`src/abfw_pkg.sv`:
```
package abfw_pkg;

  localparam int unsigned PERIOD_W = 16;
  localparam int unsigned FREQ_W   = 10;
  localparam int unsigned TICK_W   = 32;
  localparam int unsigned CNT_W    = 16;
  localparam int unsigned SEEN_W   = 32;
  localparam int unsigned REG_IDX_W = 1;
  localparam int unsigned CFG_W    = 16;
  // threshold = 500 * (seen + 2), needs seen width + 10 bits
  localparam int unsigned THR_W    = SEEN_W + 10;

  localparam logic [PERIOD_W-1:0] PERIOD_RST = PERIOD_W'(100);
  localparam logic [FREQ_W-1:0]   FREQ_RST   = FREQ_W'(50);
  localparam logic [SEEN_W:0]     WD_SLACK   = (SEEN_W+1)'(1);

  localparam logic [1:0] FUNC_CROSS = 2'd0;
  localparam logic [1:0] FUNC_TICK  = 2'd1;
  localparam logic [1:0] FUNC_SET   = 2'd2;

  localparam logic [REG_IDX_W-1:0] REG_CONTROL_PERIOD = 1'b0;
  localparam logic [REG_IDX_W-1:0] REG_MAINS_FREQ     = 1'b1;

  typedef enum logic [1:0] {
    ST_STOPPED = 2'd0,
    ST_RUNNING = 2'd1,
    ST_FAULT   = 2'd2
  } status_e;

  typedef struct packed {
    logic [1:0]        func;
    logic [TICK_W-1:0] now_ticks;
    logic [CNT_W-1:0]  on_count;
  } item_t;

  typedef struct packed {
    logic    gate_on;
    status_e status;
  } result_t;

  typedef struct packed {
    logic [TICK_W-1:0] now_ticks;
    logic [TICK_W-1:0] last_ticks;
    logic [SEEN_W-1:0] seen;
    logic [FREQ_W-1:0] freq;
  } wd_req_t;

endpackage

```
`src/abfw_if.sv`:
```
interface abfw_in_if import abfw_pkg::*; ();
  logic              valid;
  logic              ready;
  logic [1:0]        func;
  logic [TICK_W-1:0] now_ticks;
  logic [CNT_W-1:0]  on_count;

  modport source (output valid, func, now_ticks, on_count, input ready);
  modport sink   (input valid, func, now_ticks, on_count, output ready);
endinterface

interface abfw_out_if import abfw_pkg::*; ();
  logic    valid;
  logic    ready;
  logic    gate_on;
  status_e status;

  modport source (output valid, gate_on, status, input ready);
  modport sink   (input valid, gate_on, status, output ready);
endinterface

```
`src/ac_burst_fire_with_zero_cross_watchdog_unit.sv`:
```
// Burst-fire AC switch with a zero detector watchdog. Each input word is a
// zero crossing, a millisecond tick update or a new on-count, and each gives
// exactly one result word with the gate level and status after it. One word
// is taken every clock while the output is not stalled: the word sits in the
// input register while the single state-update pass (its longest path is the
// 32x10 tick-delta multiply and the threshold compare) computes its result,
// and the output register loads that result when the word advances. The
// output register lets a new word in while a result waits. Configuration
// writes take effect on the next clock.
module ac_burst_fire_with_zero_cross_watchdog_unit import abfw_pkg::*; (
  input  logic                 clk_i,
  input  logic                 rst_ni,
  input  logic                 cfg_we_i,
  input  logic [REG_IDX_W-1:0] cfg_idx_i,
  input  logic [CFG_W-1:0]     cfg_data_i,
  abfw_in_if.sink              in_w,
  abfw_out_if.source           out_w
);

  logic    in_vld_q, in_vld_d;
  item_t   in_q;
  logic    out_vld_q, out_vld_d;
  result_t out_q;
  logic    advance;
  logic    in_take;
  wd_req_t wd_req;
  logic    wd_trip;
  result_t res;

  assign advance    = in_vld_q && (!out_vld_q || out_w.ready);
  assign in_w.ready = !in_vld_q || advance;
  assign in_take    = in_w.valid && in_w.ready;
  assign in_vld_d   = in_take || (in_vld_q && !advance);
  assign out_vld_d  = advance || (out_vld_q && !out_w.ready);

  abfw_wdog u_wdog (
    .req_i  (wd_req),
    .trip_o (wd_trip)
  );

  abfw_ctrl u_ctrl (
    .clk_i      (clk_i),
    .rst_ni     (rst_ni),
    .cfg_we_i   (cfg_we_i),
    .cfg_idx_i  (cfg_idx_i),
    .cfg_data_i (cfg_data_i),
    .fire_i     (advance),
    .item_i     (in_q),
    .wd_req_o   (wd_req),
    .wd_trip_i  (wd_trip),
    .res_o      (res)
  );

  always_ff @(posedge clk_i or negedge rst_ni) begin
    if (!rst_ni) begin
      in_vld_q  <= 1'b0;
      out_vld_q <= 1'b0;
    end else begin
      in_vld_q  <= in_vld_d;
      out_vld_q <= out_vld_d;
    end
  end

  // payload registers: load on handshake, hold otherwise
  always_ff @(posedge clk_i) begin
    if (in_take) begin
      in_q.func      <= in_w.func;
      in_q.now_ticks <= in_w.now_ticks;
      in_q.on_count  <= in_w.on_count;
    end
    if (advance) begin
      out_q <= res;
    end
  end

  assign out_w.valid   = out_vld_q;
  assign out_w.gate_on = out_q.gate_on;
  assign out_w.status  = out_q.status;

endmodule

```
`src/abfw_wdog.sv`:
```
module abfw_wdog import abfw_pkg::*; (
  input  wd_req_t req_i,
  output logic    trip_o
);

  logic [TICK_W-1:0] delta;
  logic [TICK_W-1:0] prod;
  logic [SEEN_W:0]   need;
  logic [THR_W-1:0]  need_w;
  logic [THR_W-1:0]  thr;

  assign delta = req_i.now_ticks - req_i.last_ticks;
  assign prod  = delta * TICK_W'(req_i.freq);

  // floor(prod/500) > seen + 1  <=>  prod >= 500 * (seen + 2)
  assign need   = {1'b0, req_i.seen} + WD_SLACK + WD_SLACK;
  assign need_w = THR_W'(need);
  // 500 = 512 - 8 - 4
  assign thr    = (need_w << 9) - (need_w << 3) - (need_w << 2);

  assign trip_o = (req_i.last_ticks != '0) && (THR_W'(prod) >= thr);

endmodule

```
`src/abfw_ctrl.sv`:
```
module abfw_ctrl import abfw_pkg::*; (
  input  logic                 clk_i,
  input  logic                 rst_ni,
  input  logic                 cfg_we_i,
  input  logic [REG_IDX_W-1:0] cfg_idx_i,
  input  logic [CFG_W-1:0]     cfg_data_i,
  input  logic                 fire_i,
  input  item_t                item_i,
  output wd_req_t              wd_req_o,
  input  logic                 wd_trip_i,
  output result_t              res_o
);

  logic [PERIOD_W-1:0] period_q;
  logic [FREQ_W-1:0]   freq_q;
  logic [PERIOD_W-1:0] phase_q, phase_d;
  logic [SEEN_W-1:0]   seen_q, seen_d;
  logic [TICK_W-1:0]   last_q, last_d;
  logic [CNT_W-1:0]    limit_q, limit_d;
  logic                gate_q, gate_d;
  status_e             status_q, status_d;
  logic [PERIOD_W:0]   phase_nxt;

  assign wd_req_o.now_ticks  = item_i.now_ticks;
  assign wd_req_o.last_ticks = last_q;
  assign wd_req_o.seen       = seen_q;
  assign wd_req_o.freq       = freq_q;

  assign phase_nxt = {1'b0, phase_q} + (PERIOD_W+1)'(1);

  always_comb begin
    phase_d  = phase_q;
    seen_d   = seen_q;
    last_d   = last_q;
    limit_d  = limit_q;
    gate_d   = gate_q;
    status_d = status_q;
    if (fire_i) begin
      unique case (item_i.func)
        FUNC_CROSS: begin
          seen_d = seen_q + SEEN_W'(1);
          gate_d = (phase_q < limit_q);
          // wrap at the period end; a zero period pins the phase at zero
          phase_d = (phase_nxt >= {1'b0, period_q}) ? '0 : phase_nxt[PERIOD_W-1:0];
        end
        FUNC_TICK: begin
          if (wd_trip_i) begin
            gate_d   = 1'b0;
            limit_d  = '0;
            status_d = ST_FAULT;
          end
          seen_d = '0;
          last_d = item_i.now_ticks;
        end
        FUNC_SET: begin
          limit_d  = item_i.on_count;
          status_d = ST_RUNNING;
        end
        default: begin
        end
      endcase
    end
  end

  assign res_o.gate_on = gate_d;
  assign res_o.status  = status_d;

  always_ff @(posedge clk_i or negedge rst_ni) begin
    if (!rst_ni) begin
      period_q <= PERIOD_RST;
      freq_q   <= FREQ_RST;
      phase_q  <= '0;
      seen_q   <= '0;
      last_q   <= '0;
      limit_q  <= '0;
      gate_q   <= 1'b0;
      status_q <= ST_STOPPED;
    end else begin
      phase_q  <= phase_d;
      seen_q   <= seen_d;
      last_q   <= last_d;
      limit_q  <= limit_d;
      gate_q   <= gate_d;
      status_q <= status_d;
      if (cfg_we_i) begin
        unique case (cfg_idx_i)
          REG_CONTROL_PERIOD: period_q <= cfg_data_i[PERIOD_W-1:0];
          REG_MAINS_FREQ:     freq_q   <= cfg_data_i[FREQ_W-1:0];
          default: begin
          end
        endcase
      end
    end
  end

endmodule

```
`src/flat_wrapper.sv`:
```
// flat-port wrapper written by rule: the top's interface ports become plain ports
module ac_burst_fire_with_zero_cross_watchdog_unit_flat import abfw_pkg::*;
  (clk_i, rst_ni, cfg_we_i, cfg_idx_i, cfg_data_i, in_w_valid, in_w_func, in_w_now_ticks, in_w_on_count, in_w_ready, out_w_valid, out_w_gate_on, out_w_status, out_w_ready);
  abfw_in_if in_w_i ();
  abfw_out_if out_w_i ();
  input  logic clk_i;
  input  logic rst_ni;
  input  logic cfg_we_i;
  input  logic [REG_IDX_W-1:0] cfg_idx_i;
  input  logic [CFG_W-1:0] cfg_data_i;
  input wire logic [$bits(in_w_i.valid)-1:0] in_w_valid;
  input wire logic [$bits(in_w_i.func)-1:0] in_w_func;
  input wire logic [$bits(in_w_i.now_ticks)-1:0] in_w_now_ticks;
  input wire logic [$bits(in_w_i.on_count)-1:0] in_w_on_count;
  output wire logic [$bits(in_w_i.ready)-1:0] in_w_ready;
  output wire logic [$bits(out_w_i.valid)-1:0] out_w_valid;
  output wire logic [$bits(out_w_i.gate_on)-1:0] out_w_gate_on;
  output wire logic [$bits(out_w_i.status)-1:0] out_w_status;
  input wire logic [$bits(out_w_i.ready)-1:0] out_w_ready;
  assign in_w_i.valid = in_w_valid;
  assign in_w_i.func = in_w_func;
  assign in_w_i.now_ticks = in_w_now_ticks;
  assign in_w_i.on_count = in_w_on_count;
  assign in_w_ready = in_w_i.ready;
  assign out_w_valid = out_w_i.valid;
  assign out_w_gate_on = out_w_i.gate_on;
  assign out_w_status = out_w_i.status;
  assign out_w_i.ready = out_w_ready;
  ac_burst_fire_with_zero_cross_watchdog_unit u_core (.clk_i(clk_i), .rst_ni(rst_ni), .cfg_we_i(cfg_we_i), .cfg_idx_i(cfg_idx_i), .cfg_data_i(cfg_data_i), .in_w(in_w_i), .out_w(out_w_i));
endmodule
```
`config.mk`:
```
export PLATFORM = sky130hd
export DESIGN_NAME = ac_burst_fire_with_zero_cross_watchdog_unit_flat
export DESIGN_NICKNAME = d
export VERILOG_FILES = /design/src/abfw_pkg.sv /design/src/abfw_if.sv /design/src/ac_burst_fire_with_zero_cross_watchdog_unit.sv /design/src/abfw_wdog.sv /design/src/abfw_ctrl.sv /design/src/flat_wrapper.sv
export SDC_FILE = /design/constraint.sdc
export NUM_CORES = 1
export LEC_CHECK = 0
export ABC_CLOCK_PERIOD_IN_PS = 13950
export BUFFER_PORTS_ARGS = -buffer_cell sky130_fd_sc_hd__buf_2
export CORE_AREA = 2 2 185 187
export DETAILED_ROUTE_END_ITERATION = 10
export DIE_AREA = 0 0 187 189
export GPL_ROUTABILITY_DRIVEN = 0
export GPL_TIMING_DRIVEN = 0
export PLACE_DENSITY_LB_ADDON = 0.08
export SYNTH_ARGS = -nofsm -noshare
export SYNTH_HDL_FRONTEND = slang
export SYNTH_SLANG_ARGS = --single-unit
```
`constraint.sdc`:
```
create_clock -name clk_i -period 13.95 [get_ports clk_i]
set_input_delay 2.0925 -clock clk_i [delete_from_list [all_inputs] [get_ports clk_i]]
set_output_delay 2.0925 -clock clk_i [all_outputs]
set_load 0.02 [all_outputs]
```
==> impl_summary.txt, run 1 <==
----------------------------------------------------
[Job]
  Reported max-cap violation count ... 0

[Route]
  Post-route DRC violation count ... 0
  Count of antenna-violating nets left after detailed routing ... 0
  Detailed-routing iteration count for the pre-antenna-repair pass ... 6
  Number of vias per cell ... 5.88
  DR vias ... 17,100
  DRT iter0 DRCs ... 1,325
  Average wire per cell in the routed design ... 18.1 µm
  Total detailed-routing wirelength ... 52,600 µm

[Placed design]
  Placed cell areas ... 0.0224 mm²
  Detailed-placement wirelength estimate ... 42,500 µm
  Worst slack, placed ... 1.29 ns
  Total of buffers placed on input and output ports ... 76
  Cell total after placement ... 2,873

[Timing]
  RSZ-0062 raised after global routing ... false
  Hold Violations, Final ... 0
  Min cycle time layout ... 12.89 ns
  Worst clock skew ... 0.0143 ns
  Maximum clock frequency ... 0.0776 GHz
  Max-slew headroom ... 0.0842
  Setup WS post-layout ... 1.06 ns
  Worst Tran Pin Value ... 1.36 ns
  Accumulated negative setup slack ... 0 ns
  Portion of the clock cycle consumed by the worst path in the final layout ... 0.924
  Total setup violations reported at the end of the flow ... 0
  Max-slew violation count ... 0

[Worst setup path]
  Worst reg2reg path startpoint ... u_core.in_q[16]
  Setup CP Type ... flip-flop to flip-flop
  Crit path max-delay cell type ... xor2_1
  Endpoint type of the worst setup path ... flip-flop
  Critical path startpoint ... u_core.in_q[16]
  Critical path startpoint category ... flip-flop
  Maximum fanout encountered on the critical timing path ... 10
  Most used cell, CP ... fa_1
  Worst reg2reg endpoint ... u_core.u_ctrl.limit_q[9]
  Data required, critical path ... 14.28 ns
  Number of cell instances on the worst register-to-register path ... 42
  Worst path max stage delay ... 0.84 ns
  Critical path data arrival time ... 13.22 ns
  Reg-to-reg setup timing slack ... 1.06 ns

[Clock tree]
  CTS tree ... done
  Number of buffers inserted by post-CTS setup repair ... 0
  H-tree levels ... 4
  Post-cts sizing count ... 0
  Number of buffers inserted during clock tree synthesis ... 17
  Bufs on Longest Clock Path ... 2
  Clock slew seen by the registers of the worst setup and hold paths ... 0.08 ns
  Sink Count ... 180
  Worst skew pair latency ... 0.45 ns
  Clk root buf ... clkbuf_16
  Count of hold-fix buffers inserted at cts ... 0

[Hold path]
  Type of the most critical hold path ... flip-flop to flip-flop
  Startpoint of the tightest hold check path ... u_core.in_q[15]
  Hold worst-path end ... u_core.u_ctrl.limit_q[15]
  Worst hold path depth ... 1

[Synth]
  Most used standard cells in the synthesized netlist ... inv_1 (319), nand2_1 (280), fa_1 (225)
  Net count of the mapped netlist ... 2,832
  FF+latch count, synth ... 180
  Most numerous cell in the Yosys netlist ... inv_1
  Fraction of synthesized cell area taken by the top area cell type ... 0.211
  Netlist area before placement ... 0.0214 mm²
  Per-instance average area after synthesis ... 9.11 µm²
  Number of distinct library cells after synthesis ... 87
  Synth area leaders ... fa_1 (21%), dfrtp_1 (14%), ha_1 (11%)
  Yosys warns ... 0
  Area leader, netlist ... fa_1
  Share of synthesized area occupied by flip-flops and latches ... 0.223
  Ys async rst share ... 0.706
  Most frequently used flop master after synthesis ... dfrtp_1
  EDFF count, synth ... 53
  Syn Inst Count ... 2,347

[Final layout]
  Area taken by flip-flops and latches ... 0.00478 mm²
  Post-layout instance area ... 0.0230 mm²
  Total Nets Final ... 2,929
  Number of standard cells in the final layout excluding fillers ... 2,905
  Fillers ... 2,676
  Post-synthesis to final-layout area growth ... 7.37%
  Total area of multi-input combinational cells ... 0.0151 mm²
  Count of inserted antenna diode cells ... 0
  Proportion of layout cells with a drive suffix above 1 ... 0.0700

[Floorplanning]
  Vert. Die Dim ... 189 µm
  Floorplan Core Area ... 0.0333 mm²
  Top-level I/O count ... 77
  Die Outline Area ... 0.0353 mm²
  Number of cell rows ... 67
  Starting Density ... 0.643
  Die width ... 187 µm

[GRT]
  Number of global-route vias before repair ... 17,300
  First-pass GRT wire length ... 87,200 µm
  Antenna violations before repair ... 0
  Pin count of the biggest net entering global routing ... 79
  Gr ovfl total ... 0
  Total routing usage reported by global routing ... 0.310

[Run status]
  Outcome ... completed

----------------------------------------------------
## placed cells by master, fill, tap and decap left out, types with 24 or more instances in the layout
| master | netlist | layout |
|---|---|---|
| a21o_1 | 43 | 43 |
| a21oi_1 | 106 | 106 |
| and2_1 | 129 | 128 |
| and3_1 | 24 | 24 |
| buf_2 | 2 | 77 |
| clkbuf_1 | 48 | 48 |
| dfrtp_1 | 121 | 121 |
| edfxtp_1 | 53 | 53 |
| fa_1 | 225 | 225 |
| ha_1 | 188 | 188 |
| inv_1 | 319 | 319 |
| nand2_1 | 280 | 280 |
| nand2b_1 | 33 | 33 |
| nand3_1 | 36 | 36 |
| nand4_1 | 27 | 27 |
| nor2_1 | 97 | 97 |
| nor2b_1 | 38 | 38 |
| o21a_1 | 28 | 28 |
| o21ai_0 | 129 | 129 |
| xnor2_1 | 89 | 89 |
| xor2_1 | 71 | 71 |
## worst max-delay path: cells and delay by family (launching register included)
kind	cells	cell delay (ns)
AOI/OAI and AO/OA	17	4.51
adders and majority gates	9	3.98
xor gates and xnor gates	4	1.96
and+or+nand+nor	6	1.44
buffers and inverters	6	0.52
DFF	1	0.38
## metal layers
metal | GRT usage | up-vias | wire length (µm)
met5 | 0 | - | 0
met3 | 0.0408 | 128 | 3570
li1 | - | 7965 | -
met2 | 0.516 | 628 | 24700
met4 | 0.109 | 0 | 1710
met1 | 0.421 | 8355 | 22600
## cell families (layout without fill, tap and decap cells)
| logic type | Yosys count | after routing | synth area share |
|---|---|---|---|
| simple gates | 745 | 745 | 0.173 |
| compound gates | 445 | 445 | 0.133 |
| fa+ha+maj | 413 | 413 | 0.321 |
| buf+inv | 385 | 495 | 0.0730 |
| flops | 180 | 180 | 0.223 |
| xor+xnor | 164 | 164 | 0.0698 |
| mux | 15 | 15 | 0.00784 |
## sequential cells by signal, summed over array words and instances, names as in the netlist, 2 cells and up
register / count
u_core.u_ctrl.seen_q: 32
u_core.u_ctrl.freq_q: 10
u_core.u_ctrl.phase_q: 16
u_core.in_q: 50
u_core.u_ctrl.limit_q: 16
u_core.out_w.status: 2
u_core.u_ctrl.status_q: 2
u_core.u_ctrl.period_q: 16
u_core.u_ctrl.last_q: 32
## final cells by class
type / count / share of cell area
timing repair buffer: 78 / 0.0189
clock buffer: 17 / 0.0185
clock inverter: 15 / 0.00675
multi-input combinational: 1782 / 0.655
inverter: 319 / 0.0521
sequential: 180 / 0.208
buffer: 66 / 0.0159
tap: 448 / 0.0244
## stage by stage
stage                      util  hold WS, ns
final                     0.690        0.474
after global routing      0.690        0.488
after CTS                 0.690        0.473
after detailed placement  0.673        0.457
after global placement    0.671        0.444
after floorplan               -        0.443
## worst max-delay path by stage
stage / end / slack (ns) / depth (start not counted)
2_1_floorplan: u_core.u_ctrl.limit_q[10] / 3.30 / 44
3_3_place_gp: u_core.u_ctrl.limit_q[6] / 1.53 / 42
3_5_place_dp: u_core.u_ctrl.limit_q[8] / 1.29 / 44
4_1_cts: u_core.u_ctrl.limit_q[9] / 1.24 / 44
5_1_grt: u_core.u_ctrl.limit_q[14] / 0.51 / 42
6_report: u_core.u_ctrl.limit_q[9] / 1.06 / 42
Power of run 1 is left out: the tool's default activity adds up to more than one toggle a clock period on the data nets, which glitch-free logic cannot reach.
==> inputs of run 2 (changes only) <==
--- a/config.mk
+++ b/config.mk
@@ -7,9 +7,11 @@
 export LEC_CHECK = 0
 export ABC_CLOCK_PERIOD_IN_PS = 13950
 export BUFFER_PORTS_ARGS = -buffer_cell sky130_fd_sc_hd__buf_2
-export CORE_AREA = 2 2 185 187
+export CELL_PAD_IN_SITES_DETAIL_PLACEMENT = 1
+export CELL_PAD_IN_SITES_GLOBAL_PLACEMENT = 1
+export CORE_AREA = 2 2 210 212
 export DETAILED_ROUTE_END_ITERATION = 10
-export DIE_AREA = 0 0 187 189
+export DIE_AREA = 0 0 212 214
 export GPL_ROUTABILITY_DRIVEN = 0
 export GPL_TIMING_DRIVEN = 0
 export PLACE_DENSITY_LB_ADDON = 0.08
==> run 2 against run 1 <==
  * Cell count rose by 4.7%
  * Flip-flop and latch count stayed put
  * Non-clock buffer count unchanged
  * Global-route usage fell by 1.9 points
  * Critical endpoint unchanged
  * Final area up 1.0%
  * Sequential share of layout area decreased by 0.21 points
  * Clock skew down 0.0011 ns
==> impl_summary.txt, run 2 (synthesis gave the netlist of run 1 again) <==
----------------------------------------------------
[Timing]
  Maximum clock frequency ... 0.0755 GHz
  Worst Tran Pin Value ... 1.44 ns
  RSZ-0062 raised after global routing ... false
  Portion of the clock cycle consumed by the worst path in the final layout ... 0.949
  Min cycle time layout ... 13.24 ns
  Hold Violations, Final ... 0
  Worst clock skew ... 0.0132 ns
  Accumulated negative setup slack ... 0 ns
  Max-slew headroom ... 0.0340
  Total setup violations reported at the end of the flow ... 0
  Max-slew violation count ... 0

[Route]
  Average wire per cell in the routed design ... 20.9 µm
  Count of antenna-violating nets left after detailed routing ... 0
  Post-route DRC violation count ... 0
  Number of vias per cell ... 5.66
  Detailed-routing iteration count for the pre-antenna-repair pass ... 5
  DR vias ... 17,200
  DRT iter0 DRCs ... 975
  Total detailed-routing wirelength ... 63,700 µm

[GRT]
  Total routing usage reported by global routing ... 0.291
  Pin count of the biggest net entering global routing ... 85
  Number of global-route vias before repair ... 18,600
  First-pass GRT wire length ... 102,000 µm
  Antenna violations before repair ... 0
  Gr ovfl total ... 0

[Final layout]
  Top library cells by usage in the layout, fill and taps aside ... inv_1 (319), nand2_1 (280), fa_1 (225), ha_1 (188), o21ai_0 (129)
  Count of inserted antenna diode cells ... 0
  Total Nets Final ... 2,929
  Post-synthesis to final-layout area growth ... 8.44%
  Registers with the most flip-flops ... u_core.in_q (50), u_core.u_ctrl.last_q (32), u_core.u_ctrl.seen_q (32)
  Proportion of layout cells with a drive suffix above 1 ... 0.0712
  Most frequent standard cell in the layout excluding fill and tap cells ... inv_1
  Most flop-heavy register ... u_core.in_q
  Largest register FFs ... 50
  Fillers ... 5,024

[Worst setup path]
  Worst path max stage delay ... 0.56 ns
  Critical path data arrival time ... 13.59 ns
  Most used cell, CP ... fa_1
  Setup CP Type ... flip-flop to flip-flop
  Critical path startpoint category ... flip-flop
  Crit path max-delay cell type ... fa_1
  Data required, critical path ... 14.30 ns
  Worst reg2reg endpoint ... u_core.u_ctrl.limit_q[9]
  Endpoint type of the worst setup path ... flip-flop
  Number of cell instances on the worst register-to-register path ... 44
  Worst reg2reg path startpoint ... u_core.in_q[16]
  Reg-to-reg setup timing slack ... 0.71 ns
  Maximum fanout encountered on the critical timing path ... 10

[Floorplanning]
  Floorplan Core Area ... 0.0429 mm²
  Top-level I/O count ... 77
  Starting Density ... 0.499
  Vert. Die Dim ... 214 µm
  Number of cell rows ... 76
  Die Outline Area ... 0.0454 mm²
  Die width ... 212 µm

[Clock tree]
  Sink Count ... 180
  Bufs on Longest Clock Path ... 2
  Clock slew seen by the registers of the worst setup and hold paths ... 0.08 ns
  Number of buffers inserted by post-CTS setup repair ... 0
  Worst skew pair latency ... 0.46 ns
  CTS tree ... done
  Clk root buf ... clkbuf_16
  Post-cts sizing count ... 0
  Count of hold-fix buffers inserted at cts ... 0
  Number of buffers inserted during clock tree synthesis ... 17
  H-tree levels ... 4

[Hold path]
  Worst hold path depth ... 1
  Type of the most critical hold path ... flip-flop to flip-flop
  Hold worst-path end ... u_core.u_ctrl.limit_q[10]
  Startpoint of the tightest hold check path ... u_core.in_q[10]

[Placed design]
  Detailed-placement wirelength estimate ... 51,900 µm
  Total of buffers placed on input and output ports ... 76

[Run status]
  Outcome ... completed

[Job]
  Reported max-cap violation count ... 0

----------------------------------------------------
## run 2: layout make-up
class                      instances  area, µm²  share of cell area
tap                              585        732              0.0316
multi-input combinational       1782      15100               0.650
sequential                       180       4780               0.206
timing repair buffer              78        434              0.0187
clock inverter                    15        184             0.00793
buffer                            66        364              0.0157
inverter                         319       1200              0.0516
clock buffer                      17        425              0.0183
## run 2: worst max-delay path by stage
| stage | from | endpoint | slack (ns) | depth (start not counted) |
|---|---|---|---|---|
| finish | u_core.in_q[16] | u_core.u_ctrl.limit_q[9] | 0.71 | 44 |
| global route | u_core.u_ctrl.last_q[10] | u_core.u_ctrl.limit_q[9] | 0.08 | 42 |
| global placement | u_core.in_q[16] | u_core.u_ctrl.limit_q[6] | 0.88 | 42 |
| detailed placement | u_core.in_q[16] | u_core.u_ctrl.limit_q[9] | 0.68 | 42 |
| floorplan | u_core.in_q[16] | u_core.u_ctrl.limit_q[10] | 3.30 | 44 |
| CTS | u_core.in_q[16] | u_core.u_ctrl.limit_q[9] | 0.52 | 44 |
## run 2: critical path, delay by kind of cell, from the launching register on
kind	cells	cell delay, ns
compound gates	20	5.43
xor+xnor	4	1.63
fa+ha+maj	9	3.92
buf+inv	6	0.54
flops	1	0.36
simple gates	5	1.25
## run 2: per-layer routing
layer	GRT usage	vias to the layer above	wire length [µm]
met5	0	-	0
met4	0.0864	0	1610
met3	0.0390	85	3800
met2	0.483	469	30400
met1	0.397	8707	27900
li1	-	7966	-
## run 2: through the flow
step,utilization,instances,worst slack (ns),hold slack (ns),instance area (µm²)
6_report,0.541,3042,0.705,0.476,23200
2_1_floorplan,-,2347,3.30,0.443,21400
5_1_grt,0.541,3042,0.0834,0.497,23200
3_5_place_dp,0.526,3010,0.676,0.455,22600
3_3_place_gp,0.525,3008,0.876,0.444,22500
4_1_cts,0.540,3042,0.521,0.478,23200
Power of run 2 is left out for the same reason.
==> inputs of run 3 (changes only) <==
--- a/config.mk
+++ b/config.mk
@@ -5,13 +5,14 @@
 export SDC_FILE = /design/constraint.sdc
 export NUM_CORES = 1
 export LEC_CHECK = 0
-export ABC_CLOCK_PERIOD_IN_PS = 13950
+export ABC_CLOCK_PERIOD_IN_PS = 16850
 export BUFFER_PORTS_ARGS = -buffer_cell sky130_fd_sc_hd__buf_2
 export CELL_PAD_IN_SITES_DETAIL_PLACEMENT = 1
 export CELL_PAD_IN_SITES_GLOBAL_PLACEMENT = 1
-export CORE_AREA = 2 2 210 212
+export CORE_AREA = 2 2 251 253
+export CTS_CLUSTER_SIZE = 40
 export DETAILED_ROUTE_END_ITERATION = 10
-export DIE_AREA = 0 0 212 214
+export DIE_AREA = 0 0 253 255
 export GPL_ROUTABILITY_DRIVEN = 0
 export GPL_TIMING_DRIVEN = 0
 export PLACE_DENSITY_LB_ADDON = 0.08
==> constraint.sdc (replaced) <==
create_clock -name clk_i -period 16.85 [get_ports clk_i]
set_input_delay 2.5275 -clock clk_i [delete_from_list [all_inputs] [get_ports clk_i]]
set_output_delay 2.5275 -clock clk_i [all_outputs]
set_load 0.02 [all_outputs]
==> run 3 against run 2 <==
  * Via count fell by 2.0%
  * Clock skew down 0.0036 ns
  * Register-to-register slack better by 2.7 ns
  * Worst setup slack improved by 2.7 ns
==> impl_summary.txt, run 3 (synthesis gave the netlist of run 1 again) <==
----------------------------------------------------
[Worst setup path]
  Maximum fanout encountered on the critical timing path ... 10
  Setup CP Type ... flip-flop to flip-flop
  Critical path data arrival time ... 13.84 ns
  Crit path max-delay cell type ... xor2_1
  Count of buffer and inverter cells on the critical path ... 6
  Critical path's top delay family ... compound AO/OA/AOI/OAI gates
  Worst path max stage delay ... 1.10 ns
  Most used cell, CP ... fa_1
  Endpoint type of the worst setup path ... flip-flop
  Data required, critical path ... 17.20 ns
  Critical path startpoint category ... flip-flop

[Route]
  DRT iter0 DRCs ... 759
  Average wire per cell in the routed design ... 20.5 µm
  Count of antenna-violating nets left after detailed routing ... 0
  Post-route DRC violation count ... 0
  DR vias ... 16,900
  Total detailed-routing wirelength ... 66,900 µm
  Number of vias per cell ... 5.18
  Detailed-routing iteration count for the pre-antenna-repair pass ... 5

[Timing]
  Min cycle time layout ... 13.49 ns
  Worst Tran Pin Value ... 1.44 ns
  Worst clock skew ... 0.00962 ns
  RSZ-0062 raised after global routing ... false
  Hold Violations, Final ... 0
  Max-slew violation count ... 0
  Portion of the clock cycle consumed by the worst path in the final layout ... 0.800
  Accumulated negative setup slack ... 0 ns
  Total setup violations reported at the end of the flow ... 0
  Max-slew headroom ... 0.0362
  Maximum clock frequency ... 0.0742 GHz

[Clock tree]
  H-tree levels ... 4
  Sink Count ... 180
  Clock slew seen by the registers of the worst setup and hold paths ... 0.08 ns
  Count of hold-fix buffers inserted at cts ... 0
  Number of buffers inserted during clock tree synthesis ... 17
  Number of buffers inserted by post-CTS setup repair ... 0
  Worst skew pair latency ... 0.46 ns
  CTS tree ... done
  Post-cts sizing count ... 0
  Clk root buf ... clkbuf_16
  Bufs on Longest Clock Path ... 2

[Final layout]
  Most frequent standard cell in the layout excluding fill and tap cells ... inv_1
  Post-layout instance area ... 0.0235 mm²
  Registers with the most flip-flops ... u_core.in_q (50), u_core.u_ctrl.last_q (32), u_core.u_ctrl.seen_q (32)
  Post-synthesis to final-layout area growth ... 10.0%
  Top library cells by usage in the layout, fill and taps aside ... inv_1 (319), nand2_1 (280), fa_1 (225), ha_1 (188), o21ai_0 (129)
  Proportion of layout cells with a drive suffix above 1 ... 0.0744
  Most flop-heavy register ... u_core.in_q
  Largest register FFs ... 50
  Total Nets Final ... 2,931
  Fillers ... 7,256

[Floorplanning]
  Floorplan Core Area ... 0.0622 mm²
  Vert. Die Dim ... 255 µm
  Top-level I/O count ... 77
  Die Outline Area ... 0.0645 mm²
  Number of cell rows ... 92
  Starting Density ... 0.344
  Die width ... 253 µm

[GRT]
  Number of global-route vias before repair ... 18,500
  Pin count of the biggest net entering global routing ... 76
  First-pass GRT wire length ... 107,000 µm
  Total routing usage reported by global routing ... 0.216
  Antenna violations before repair ... 3
  Gr ovfl total ... 0

[Run status]
  Outcome ... completed

[Job]
  Reported max-cap violation count ... 0

[Hold path]
  Type of the most critical hold path ... flip-flop to flip-flop

[Placed design]
  Placed cell areas ... 0.0229 mm²
  Total of buffers placed on input and output ports ... 76
  Detailed-placement wirelength estimate ... 55,000 µm

----------------------------------------------------
-- run 3: cell types whose count changed in the layout (fill, tap and decap cells not counted), moves of 2 or more --
cell,before,now
xnor2_2,1,9
clkinv_2,0,2
xor2_1,69,71
xnor2_1,88,80
xor2_2,2,0
-- run 3: worst paths after layout --
kind                                      start                   endpoint  slack [ns]  depth (start not counted)
worst max-delay path            u_core.in_q[16]   u_core.u_ctrl.limit_q[8]        3.36                         42
worst min-delay path             u_core.in_q[7]   u_core.u_ctrl.limit_q[7]        0.46                          1
worst max register to register  u_core.in_q[16]   u_core.u_ctrl.limit_q[8]        3.36                         42
worst min register to register   u_core.in_q[7]   u_core.u_ctrl.limit_q[7]        0.46                          1
max in group asynchronous                rst_ni  u_core.u_ctrl.period_q[6]       14.00                          2
min in group asynchronous                rst_ni    u_core.u_ctrl.seen_q[0]        2.00                          1
-- run 3: metal layers --
layer	GRT usage	part of all wire	vias up
met4	0.0517	0.019	0
met5	0	0	-
met3	0.0264	0.031	58
met2	0.376	0.49	236
li1	-	-	7976
met1	0.286	0.46	8608
-- run 3: through the flow --
stage / utilization / std cells / hold WS (ns) / worst slack, ns
detailed placement: 0.368 / 3226 / 0.452 / 3.41
global placement: 0.366 / 3222 / 0.451 / 3.56
global route: 0.379 / 3258 / 0.477 / 2.76
floorplan: - / 2347 / 0.443 / 6.20
finish: 0.379 / 3259 / 0.465 / 3.36
CTS: 0.378 / 3258 / 0.465 / 3.36
-- run 3: cell type report --
type / count / area (µm²) / share of cell area
diodes: 1 / 2.50 / 0.000106
plain buffers: 66 / 364 / 0.0155
clock buffers: 17 / 425 / 0.0181
clock inverters: 15 / 194 / 0.00824
inverters: 319 / 1200 / 0.0509
multi-input cells: 1782 / 15100 / 0.643
flip-flops and latches: 180 / 4780 / 0.203
well taps: 799 / 1000 / 0.0425
repair buffers: 80 / 453 / 0.0192
Power of run 3 is left out for the same reason.
